$ cat src/rtl/core/isbn_pkg.sv
// ----------------------------------------------------------------------------
// isbn_pkg
// Types and constants shared by the hyphenated ISBN-13 validator.
// ----------------------------------------------------------------------------
package isbn_pkg;

    localparam logic [7:0] CHAR_ZERO   = 8'h30;
    localparam logic [7:0] CHAR_NINE   = 8'h39;
    localparam logic [7:0] CHAR_HYPHEN = 8'h2D;

    localparam logic [3:0] DIGIT_TOTAL   = 4'd13;
    localparam logic [3:0] WEIGHTED_LAST = 4'd12;
    localparam logic [3:0] COUNT_SAT     = 4'd14;
    localparam logic [2:0] PREFIX_LEN    = 3'd3;
    localparam logic [2:0] GROUP_SAT     = 3'd4;

    typedef enum logic [2:0] {
        RSN_OK          = 3'd0,
        RSN_BAD_CHAR    = 3'd1,
        RSN_DIGIT_COUNT = 3'd2,
        RSN_EDGE_HYPHEN = 3'd3,
        RSN_BAD_PREFIX  = 3'd4,
        RSN_CHECK_DIGIT = 3'd5
    } reason_t;

    typedef struct packed {
        logic [7:0] char_code;
        logic       last_char;
    } in_t;

    typedef struct packed {
        logic    is_valid;
        reason_t reason;
    } out_t;

    typedef struct packed {
        logic valid;
        in_t  data;
    } scan_in_t;

    typedef struct packed {
        logic valid;
        out_t data;
    } scan_res_t;

endpackage

$ cat src/rtl/core/isbn_scan.sv
// ----------------------------------------------------------------------------
// isbn_scan
// Running state of the string and the verdict on its last character.
// ----------------------------------------------------------------------------
module isbn_scan (
    input  logic               clk,
    input  logic               rst_n,
    input  isbn_pkg::scan_in_t item,
    output isbn_pkg::scan_res_t result
);
    import isbn_pkg::*;

    logic [3:0] digit_count_reg,   digit_count_next;
    logic [3:0] sum_reg,           sum_next;
    logic       weight3_reg,       weight3_next;
    logic       bad_char_reg,      bad_char_next;
    logic       lead_hyphen_reg,   lead_hyphen_next;
    logic       first_group_reg,   first_group_next;
    logic [2:0] group_len_reg,     group_len_next;
    logic       prefix_good_reg,   prefix_good_next;
    logic       seen_char_reg,     seen_char_next;
    logic [3:0] check_digit_reg,   check_digit_next;

    logic       is_digit;
    logic       is_hyphen;
    logic [3:0] digit;
    logic [5:0] term;
    logic [5:0] sum_raw;
    logic [5:0] sum_red;
    logic [3:0] expect_digit;
    reason_t    reason;

    assign is_digit  = (item.data.char_code >= CHAR_ZERO) && (item.data.char_code <= CHAR_NINE);
    assign is_hyphen = (item.data.char_code == CHAR_HYPHEN);
    assign digit     = item.data.char_code[3:0];
    assign term      = weight3_reg ? ({1'b0, digit, 1'b0} + {2'b00, digit}) : {2'b00, digit};
    assign sum_raw   = {2'b00, sum_reg} + term;

    always_comb
    begin
        priority if (sum_raw >= 6'd30)
            sum_red = sum_raw - 6'd30;
        else if (sum_raw >= 6'd20)
            sum_red = sum_raw - 6'd20;
        else if (sum_raw >= 6'd10)
            sum_red = sum_raw - 6'd10;
        else
            sum_red = sum_raw;
    end

    always_comb
    begin
        digit_count_next = digit_count_reg;
        sum_next         = sum_reg;
        weight3_next     = weight3_reg;
        bad_char_next    = bad_char_reg;
        lead_hyphen_next = lead_hyphen_reg;
        first_group_next = first_group_reg;
        group_len_next   = group_len_reg;
        prefix_good_next = prefix_good_reg;
        seen_char_next   = 1'b1;
        check_digit_next = check_digit_reg;

        if (is_digit)
        begin
            if (digit_count_reg < WEIGHTED_LAST)
            begin
                sum_next     = sum_red[3:0];
                weight3_next = !weight3_reg;
            end
            else if (digit_count_reg == WEIGHTED_LAST)
                check_digit_next = digit;
            if (digit_count_reg < COUNT_SAT)
                digit_count_next = digit_count_reg + 4'd1;
            if (first_group_reg)
            begin
                if (group_len_reg == 3'd0 && digit != 4'd9)
                    prefix_good_next = 1'b0;
                if (group_len_reg == 3'd1 && digit != 4'd7)
                    prefix_good_next = 1'b0;
                if (group_len_reg == 3'd2 && digit != 4'd8 && digit != 4'd9)
                    prefix_good_next = 1'b0;
                if (group_len_reg < GROUP_SAT)
                    group_len_next = group_len_reg + 3'd1;
            end
        end
        else if (is_hyphen)
        begin
            if (!seen_char_reg)
                lead_hyphen_next = 1'b1;
            first_group_next = 1'b0;
        end
        else
            bad_char_next = 1'b1;
    end

    assign expect_digit = (sum_next == 4'd0) ? 4'd0 : (4'd10 - sum_next);

    always_comb
    begin
        priority if (bad_char_next)
            reason = RSN_BAD_CHAR;
        else if (digit_count_next != DIGIT_TOTAL)
            reason = RSN_DIGIT_COUNT;
        else if (lead_hyphen_next || is_hyphen)
            reason = RSN_EDGE_HYPHEN;
        else if (!prefix_good_next || group_len_next != PREFIX_LEN)
            reason = RSN_BAD_PREFIX;
        else if (expect_digit != check_digit_next)
            reason = RSN_CHECK_DIGIT;
        else
            reason = RSN_OK;
    end

    assign result.valid         = item.valid && item.data.last_char;
    assign result.data.is_valid = (reason == RSN_OK);
    assign result.data.reason   = reason;

    always_ff @(posedge clk or negedge rst_n)
    begin
        if (!rst_n)
        begin
            digit_count_reg <= '0;
            sum_reg         <= '0;
            weight3_reg     <= 1'b0;
            bad_char_reg    <= 1'b0;
            lead_hyphen_reg <= 1'b0;
            first_group_reg <= 1'b1;
            group_len_reg   <= '0;
            prefix_good_reg <= 1'b1;
            seen_char_reg   <= 1'b0;
            check_digit_reg <= '0;
        end
        else if (item.valid)
        begin
            if (item.data.last_char)
            begin
                digit_count_reg <= '0;
                sum_reg         <= '0;
                weight3_reg     <= 1'b0;
                bad_char_reg    <= 1'b0;
                lead_hyphen_reg <= 1'b0;
                first_group_reg <= 1'b1;
                group_len_reg   <= '0;
                prefix_good_reg <= 1'b1;
                seen_char_reg   <= 1'b0;
                check_digit_reg <= '0;
            end
            else
            begin
                digit_count_reg <= digit_count_next;
                sum_reg         <= sum_next;
                weight3_reg     <= weight3_next;
                bad_char_reg    <= bad_char_next;
                lead_hyphen_reg <= lead_hyphen_next;
                first_group_reg <= first_group_next;
                group_len_reg   <= group_len_next;
                prefix_good_reg <= prefix_good_next;
                seen_char_reg   <= seen_char_next;
                check_digit_reg <= check_digit_next;
            end
        end
    end

endmodule

$ cat src/rtl/core/isbn_out.sv
// ----------------------------------------------------------------------------
// isbn_out
// Result register on the outgoing channel.
// ----------------------------------------------------------------------------
module isbn_out (
    input  logic                clk,
    input  logic                rst_n,
    input  isbn_pkg::scan_res_t load,
    output logic                ready,
    output logic                res_valid,
    output isbn_pkg::out_t      res_data,
    input  logic                res_stall
);
    import isbn_pkg::*;

    logic valid_reg, valid_next;
    out_t data_reg;

    assign ready = !valid_reg || !res_stall;

    always_comb
    begin
        valid_next = valid_reg;
        if (ready)
            valid_next = load.valid;
    end

    always_ff @(posedge clk or negedge rst_n)
    begin
        if (!rst_n)
            valid_reg <= 1'b0;
        else
            valid_reg <= valid_next;
    end

    always_ff @(posedge clk)
    begin
        if (ready && load.valid)
            data_reg <= load.data;
    end

    assign res_valid = valid_reg;
    assign res_data  = data_reg;

endmodule

$ cat src/rtl/core/isbn13_hyphenated_validator.sv
// ----------------------------------------------------------------------------
// isbn13_hyphenated_validator
// Checks a hyphenated ISBN-13 string fed one character per transfer.
//
//   channel | direction | payload                      | handshake
//   char    | in        | char_code, last_char         | char_valid / char_stall
//   res     | out       | is_valid, reason             | res_valid / res_stall
//
// One character per cycle while char_stall is low; a result passes the input
// register, then the result register, after its last character is accepted.
// Reset clears the valid flags of both registers and the running string state.
// A stalled result holds only characters flagged last; others keep flowing.
// ----------------------------------------------------------------------------
module isbn13_hyphenated_validator (
    input  logic           clk,
    input  logic           rst_n,
    input  logic           char_valid,
    output logic           char_stall,
    input  isbn_pkg::in_t  char_data,
    output logic           res_valid,
    input  logic           res_stall,
    output isbn_pkg::out_t res_data
);
    import isbn_pkg::*;

    logic      s1_valid_reg, s1_valid_next;
    in_t       s1_data_reg;
    logic      out_ready;
    logic      advance;
    logic      load;
    scan_in_t  scan_item;
    scan_res_t scan_result;

    assign advance    = s1_valid_reg && (!s1_data_reg.last_char || out_ready);
    assign char_stall = s1_valid_reg && !advance;
    assign load       = char_valid && !char_stall;

    always_comb
    begin
        s1_valid_next = s1_valid_reg;
        if (load)
            s1_valid_next = 1'b1;
        else if (advance)
            s1_valid_next = 1'b0;
    end

    always_ff @(posedge clk or negedge rst_n)
    begin
        if (!rst_n)
            s1_valid_reg <= 1'b0;
        else
            s1_valid_reg <= s1_valid_next;
    end

    always_ff @(posedge clk)
    begin
        if (load)
            s1_data_reg <= char_data;
    end

    assign scan_item.valid = advance;
    assign scan_item.data  = s1_data_reg;

    isbn_scan u_scan (
        .clk    (clk),
        .rst_n  (rst_n),
        .item   (scan_item),
        .result (scan_result)
    );

    isbn_out u_out (
        .clk       (clk),
        .rst_n     (rst_n),
        .load      (scan_result),
        .ready     (out_ready),
        .res_valid (res_valid),
        .res_data  (res_data),
        .res_stall (res_stall)
    );

endmodule

$ cat config.mk
export PLATFORM = sky130hd
export DESIGN_NAME = isbn13_hyphenated_validator
export DESIGN_NICKNAME = d
export VERILOG_FILES = /design/src/rtl/core/isbn_pkg.sv /design/src/rtl/core/isbn_scan.sv /design/src/rtl/core/isbn_out.sv /design/src/rtl/core/isbn13_hyphenated_validator.sv
export SDC_FILE = /design/constraint.sdc
export NUM_CORES = 1
export LEC_CHECK = 0
export BUFFER_PORTS_ARGS = -buffer_cell sky130_fd_sc_hd__clkbuf_2
export CORE_MARGIN = 4
export CORE_UTILIZATION = 40
export CTS_BUF_LIST = sky130_fd_sc_hd__clkbuf_4 sky130_fd_sc_hd__clkbuf_8
export DETAILED_ROUTE_END_ITERATION = 10
export PLACE_DENSITY_LB_ADDON = 0.2
export SYNTH_ARGS = -nofsm -noshare
export SYNTH_HDL_FRONTEND = slang
export SYNTH_SLANG_ARGS = --single-unit
export TNS_END_PERCENT = 1
$ cat constraint.sdc
create_clock -name clk -period 5.5 [get_ports clk]
set_input_delay 1.1 -clock clk [delete_from_list [all_inputs] [get_ports clk]]
set_output_delay 1.1 -clock clk [all_outputs]
set_load 0.05 [all_outputs]
==> results of run 1 <==
## Yosys cell counts, drive strengths merged (4+ instances only)
cell	number
dfrtp	21
edfxtp	13
nor2b	5
o21ai	20
nand3	9
o31ai	5
nor2	23
nand2	30
o211ai	4
inv	19
a21o	4
a31oi	5
nand2b	5
ha	23
xor2	4
and2	4
and3	6
clkbuf	6
a21oi	16
nor3	6
o21a	6
nand4	6
a22o	4
mux2i	4
## cells in the final DEF (no fill, tap or decap), drive strengths merged, types with 4 or more instances in the layout
| cell | instances |
|---|---|
| nand4 | 6 |
| a21o | 4 |
| a31oi | 5 |
| o211ai | 4 |
| ha | 23 |
| nand2b | 5 |
| edfxtp | 13 |
| nor2 | 23 |
| xor2 | 4 |
| and3 | 6 |
| o21a | 6 |
| a21oi | 16 |
| clkbuf | 24 |
| mux2i | 4 |
| o21ai | 20 |
| nand2 | 30 |
| a22o | 4 |
| o31ai | 5 |
| nor3 | 6 |
| nand3 | 9 |
| inv | 19 |
| nor2b | 5 |
| and2 | 4 |
| dfrtp | 21 |
| buf | 6 |
## logic make-up (layout without fill, tap and decap cells)
kind of cell,count (synthesis),after routing,share of synthesized area
adder cells (fa/ha/maj),25,25,0.118
multiplexers,4,4,0.0144
AND/OR/NAND/NOR,115,115,0.224
flip-flops,36,36,0.349
buffers and inverters,28,51,0.0405
AO/OA/AOI/OAI,88,88,0.223
XOR/XNOR,7,7,0.0315
## stage by stage
stage	power, uW	utilization
5_1_grt	808	0.455
6_report	757	0.455
4_1_cts	753	0.452
2_1_floorplan	496	-
3_5_place_dp	559	0.439
3_3_place_gp	557	0.439
## worst paths after layout
kind                                                    startpoint                                    end  slack (ns)  cells past startpoint
worst max-delay path                      s1_data_reg[1]$_DFFE_PP_            u_out.res_data[0]$_DFFE_PP_        0.33                     20
worst min-delay path            u_scan.first_group_reg$_DFFE_PN1P_     u_scan.first_group_reg$_DFFE_PN1P_        0.51                      2
worst max register to register            s1_data_reg[1]$_DFFE_PP_            u_out.res_data[0]$_DFFE_PP_        0.33                     20
worst min register to register  u_scan.first_group_reg$_DFFE_PN1P_     u_scan.first_group_reg$_DFFE_PN1P_        0.51                      2
max in group asynchronous                                    rst_n  u_scan.digit_count_reg[1]$_DFFE_PN0P_        4.27                      1
min in group asynchronous                                    rst_n     u_scan.lead_hyphen_reg$_DFFE_PN0P_        0.82                      1
## repair_timing
item | CTS | global route
buffers inserted | 0 | 1
setup endpoints to repair | 0 | 3
resized for setup | 0 | 3
## power groups by stage
| stage | Combinational (uW) | Sequential (uW) | Clock (uW) |
|---|---|---|---|
| final | 263 | 302 | 192 |
| after global routing | 290 | 304 | 213 |
| after CTS | 253 | 302 | 198 |
| after detailed placement | 252 | 308 | 0 |
| after global placement | 249 | 307 | 0 |
| after floorplan | 185 | 312 | 0 |
## worst reg2reg max path: cells and delay by family (launching register included)
family	cells	cell delay (ns)
xor+xnor	1	0.18
flops	1	0.40
buf+inv	1	0.07
compound gates	8	1.30
simple gates	6	1.62
fa+ha+maj	4	1.32
## per-layer routing
metal,share of wire,global-route usage,vias to the layer above
met5,0,0,-
met4,0.0062,0.0327,0
met3,0.052,0.0265,4
met2,0.45,0.248,58
met1,0.49,0.248,1120
li1,-,-,1163
## cell type report
| class | count | area, um2 | share of cell area |
|---|---|---|---|
| inverters | 19 | 71.3 | 0.0232 |
| clock buffers | 6 | 82.6 | 0.0268 |
| repair buffers | 24 | 135 | 0.0439 |
| multi-input cells | 239 | 1710 | 0.556 |
| clock inverters | 2 | 10.0 | 0.00325 |
| flip-flops and latches | 36 | 968 | 0.315 |
| well taps | 80 | 100 | 0.0325 |
==> flow_metrics.py, run 1 <==
metrics = {
    "placement": {
        "dpl.cell_count": 397,
        "gp_congestion": 0.862,
        "place_hpwl_mm": 5.00,
        "dp_slack_ns": 0.132,
        "io_buffer_count": 18,
        "place_area_mm2": 0.00296,
    },
    "clock_network": {
        "cts_num_sinks": 36,
        "cts_tree": "built",
        "ctsHoldBuffers": 0,
        "root_buffer": "clkbuf_8",
        "clk_latency_ns": 0.28,
        "h-tree-depth": 2,
        "cts_buffers": 5,
        "clkTransAtPathRegs_ns": 0.08,
        "cts_buffer_depth": 2,
    },
    "synth": {
        "synth.cell_area_mm2": 0.00278,
        "syn_area_per_cell_um2": 9.17,
        "synth_area_leaders": "dfrtp_1 (19%), edfxtp_1 (14%), ha_1 (10%)",
        "synth-seq-area-share": 0.349,
        "ys_warn_count": 0,
        "synth_edf_count": 13,
        "synth_seq_cells": 36,
        "synth_ff_type": "dfrtp_1",
        "synthesis.nets": 341,
        "yosysTopAreaCell": "dfrtp_1",
        "synthCells": 303,
        "synth.distinct_cells": 71,
        "async_flop_share": 0.639,
        "synth_top_area_share": 0.189,
    },
    "power": {
        "switching_share": 0.341,
        "pwr-share-comb": 0.347,
        "switchingPower_uw": 259,
        "power_leakage_uw": 0.00130,
        "p_clk_frac": 0.253,
        "powerDensity_mw_per_mm2": 246,
        "internal_power_uw": 499,
        "peakVddDrop_uv": 175,
        "seq_power_share": 0.399,
    },
    "detailed_routing": {
        "remaining_drc_errors": 0,
        "wl_per_cell_um": 15.9,
        "vias": 2345,
        "totalWireLength_mm": 6.47,
        "dr.pass1.iters": 4,
        "ant_nets": 0,
        "via_per_inst": 5.78,
        "drtIter0Drc": 182,
    },
    "setup_path": {
        "critPathArrivalTime_ns": 5.18,
        "crit_family": "simple AND/OR/NAND/NOR gates",
        "crit_buf_inv": 1,
        "timing.critical_path.cells": "ha_1, fa_1, nand2_1, o21ai_0, ha_2, or2_2, a21o_1, nand2_2, inv_1, ha_1, a21oi_2, or3b_1, o21a_1, a21boi_1, o2111ai_2, and2_4, xor2_1, or4_4, a41oi_2, o221ai_1",
        "crit_required_ns": 5.51,
        "path_max_fanout": 6,
        "critical_path_class": "register to register",
        "start_kind": "register",
        "crit_path_max_incr_delay_ns": 0.54,
        "cp_common_cell": "ha_1",
        "cp-end-kind": "register",
        "crit_slowest_cell": "or4_4",
    },
    "global_routing": {
        "grt_pass1_wl_mm": 11.2,
        "grt_overflow": 0,
        "grt_start_max_net_pins": 24,
        "antenna_found_initial": 0,
        "grt_pass1_vias": 2242,
        "grt_usage": 0.164,
    },
    "sta": {
        "hold_ws_ns": 0.508,
        "worstMarginPinSlew_ns": 0.627,
        "rsz0062_at_grt": "false",
        "finalSetupViolCount": 0,
        "min_period_over_period": 0.939,
        "slew-limit-headroom": 0.582,
        "drv_slew": 0,
        "timing.final.ws_setup_ns": 0.335,
        "fmax_mhz": 194,
        "clock_skew_ns": 0.00808,
        "period_needed_ns": 5.17,
        "finalHoldViolCount": 0,
        "tns_ns": 0,
    },
    "floorplanning": {
        "die_x_um": 91.3,
        "num_rows": 30,
        "start_util": 0.411,
        "dieHeight_um": 91.3,
        "pin_count": 19,
        "fp.dieArea_mm2": 0.00834,
        "coreArea_mm2": 0.00676,
    },
    "layout": {
        "final_cell_area_mm2": 0.00308,
        "area_growth_pct": 10.8,
        "final_net_count": 363,
        "fill_cells": 668,
        "drive_above_1_share": 0.160,
        "fin_cells": 406,
        "n_antenna_cell": 0,
        "largest_register_ffs": 9,
    },
    "status": {
        "status": "complete, no violations",
    },
    "flow_run": {
        "drv_cap": 0,
    },
    "hold_path": {
        "hold_class": "register to register",
    },
}
Note: power is estimated with default switching activity, not from simulation.
==> inputs of run 2 (changes only) <==
CORE_UTILIZATION = 29   (was 40)
RECOVER_POWER = 25   (was unset)
==> run 2 against run 1 <==
Against the previous run:
- maximum frequency fell by 0.69%
- die area grew 34%
- sequential share of layout area decreased by 1.3 points
- sequential power barely moved
- critical path type unchanged
- largest cell class unchanged
- global-route usage is 3.9 points lower
- combinational power grew 6%
- cell count increased by 13%
- clock power increased by 3%
- largest power group unchanged
==> flow_metrics.py, run 2 (same netlist as run 1, synthesis figures left out) <==
metrics = {
    "sta": {
        "slew-limit-headroom": 0.106,
        "fmax_mhz": 192,
        "finalHoldViolCount": 0,
        "clock_skew_ns": 0.00519,
        "worstMarginPinSlew_ns": 1.34,
        "rsz0062_at_grt": "false",
        "tns_ns": 0,
        "hold_ws_ns": 0.498,
        "drv_slew": 0,
        "min_period_over_period": 0.946,
        "finalSetupViolCount": 0,
        "period_needed_ns": 5.20,
        "timing.final.ws_setup_ns": 0.299,
    },
    "layout": {
        "fill_cells": 991,
        "layout_commonest_cell": "nand2_1",
        "drive_above_1_share": 0.182,
        "final_cell_area_mm2": 0.00321,
        "n_antenna_cell": 0,
        "final_net_count": 367,
        "layout_common_cells": "nand2_1 (29), nor2_1 (22), dfrtp_1 (21)",
        "area_growth_pct": 15.7,
        "largest_register_ffs": 9,
        "post-route-util": 0.346,
    },
    "setup_path": {
        "crit_buf_inv": 1,
        "path_max_fanout": 4,
        "crit_family": "simple AND/OR/NAND/NOR gates",
        "timing.critical_path.cells": "ha_4, fa_1, nand2_1, o21ai_0, ha_2, or2_2, a21o_1, nand2_2, inv_1, ha_1, a21oi_2, or3b_4, o21a_1, a21boi_2, o2111ai_2, and2_4, xor2_1, or4_4, a41oi_4, o221ai_1",
        "r2r_start": "s1_data_reg[2]$_DFFE_PP_",
        "cp-end-kind": "register",
        "start_kind": "register",
        "crit_path_max_incr_delay_ns": 0.58,
        "crit_slowest_cell": "or4_4",
        "cp_num_cells": 20,
        "r2r_cells": 20,
        "crit_required_ns": 5.52,
        "critPathArrivalTime_ns": 5.22,
        "rrSetupSlack_ns": 0.30,
        "critical_path_class": "register to register",
        "r2r_end": "u_out.res_data[0]$_DFFE_PP_",
    },
    "power": {
        "p_clk_frac": 0.253,
        "switchingPower_uw": 264,
        "seq_power_share": 0.389,
        "powerDensity_mw_per_mm2": 243,
        "peakVddDrop_uv": 148,
        "pwr-share-comb": 0.358,
        "power_leakage_uw": 0.00131,
        "internal_power_uw": 516,
        "switching_share": 0.339,
    },
    "detailed_routing": {
        "vias": 2377,
        "drtIter0Drc": 149,
        "dr.pass1.iters": 5,
        "via_per_inst": 5.18,
        "totalWireLength_mm": 6.74,
        "wl_per_cell_um": 14.7,
        "ant_nets": 0,
        "remaining_drc_errors": 0,
    },
    "hold_path": {
        "holdPathStages": 2,
        "hp-start": "u_scan.check_digit_reg[2]$_DFFE_PN0P_",
        "min_to": "u_scan.check_digit_reg[2]$_DFFE_PN0P_",
        "hold_class": "register to register",
    },
    "clock_network": {
        "h-tree-depth": 2,
        "cts_num_sinks": 36,
        "cts_buffers": 5,
        "clk_latency_ns": 0.29,
        "root_buffer": "clkbuf_8",
        "clkTransAtPathRegs_ns": 0.07,
        "cts_buffer_depth": 2,
        "cts_tree": "built",
        "ctsHoldBuffers": 0,
    },
    "floorplanning": {
        "coreArea_mm2": 0.00928,
        "fp.dieArea_mm2": 0.0112,
        "die_x_um": 106,
        "pin_count": 19,
        "dieHeight_um": 106,
        "num_rows": 35,
        "start_util": 0.299,
    },
    "placement": {
        "dp_slack_ns": 0.0899,
        "place_hpwl_mm": 5.14,
        "gp_congestion": 0.799,
        "place_area_mm2": 0.00303,
        "io_buffer_count": 18,
    },
    "global_routing": {
        "grt_pass1_wl_mm": 11.4,
        "grt_start_max_net_pins": 24,
        "antenna_found_initial": 0,
        "grt_overflow": 0,
        "grt_usage": 0.125,
        "grt_pass1_vias": 2247,
    },
    "flow_run": {
        "drv_cap": 0,
    },
    "status": {
        "status": "complete, no violations",
    },
}
[run 2: changes by cell type in the layout (fill, tap and decap cells not counted), moves of 2 or more]
cell	before	now
inv_2	1	3
clkbuf_2	18	16
clkinv_2	2	0
ha_1	22	20
clkbuf_1	0	2
inv_1	18	16
buf_4	6	10
[run 2: cell type report]
type	instances	area [um2]	share of cell area
multi-input cells	239	1760	0.546
flip-flops and latches	36	968	0.301
repair buffers	28	163	0.0506
well taps	129	161	0.0502
clock buffers	7	90.1	0.0280
inverters	19	71.3	0.0222
clock inverters	1	3.75	0.00117
[run 2: repair_timing]
item	CTS	global route
setup endpoints to repair	0	3
gates resized for setup	0	14
buffers inserted	0	5
[run 2: metrics by stage]
stage	cells	total power, uW
after floorplan	303	496
final	459	780
after global routing	459	831
after global placement	446	561
after detailed placement	446	560
after CTS	454	760
[run 2: how the worst max path moves through the flow]
stage,from,end
floorplan,s1_data_reg[2]$_DFFE_PP_,u_out.res_data[0]$_DFFE_PP_
global route,s1_data_reg[2]$_DFFE_PP_,u_out.res_data[0]$_DFFE_PP_
global placement,s1_data_reg[2]$_DFFE_PP_,u_out.res_data[0]$_DFFE_PP_
CTS,s1_data_reg[2]$_DFFE_PP_,u_out.res_data[0]$_DFFE_PP_
finish,s1_data_reg[2]$_DFFE_PP_,u_out.res_data[0]$_DFFE_PP_
detailed placement,s1_data_reg[2]$_DFFE_PP_,u_out.res_data[0]$_DFFE_PP_
[run 2: tightest hold or removal path, cell delays in order, from the launching register on]
cell and delay [ns]:
dfrtp_1 0.35, nand2_1 0.05, o21ai_0 0.06
[run 2: power by group through the flow]
stage / Sequential [uW] / Clock, uW / Combinational [uW]
4_1_cts: 303 / 204 / 253
3_3_place_gp: 308 / 0 / 253
5_1_grt: 305 / 215 / 310
3_5_place_dp: 308 / 0 / 252
2_1_floorplan: 312 / 0 / 185
6_report: 303 / 198 / 279
[run 2: metal layers]
layer / share of wire / track usage / vias to the layer above
li1: - / - / 1171
met4: 0.015 / 0.0426 / 0
met2: 0.45 / 0.194 / 64
met1: 0.48 / 0.174 / 1131
met5: 0 / 0 / -
met3: 0.057 / 0.0251 / 11
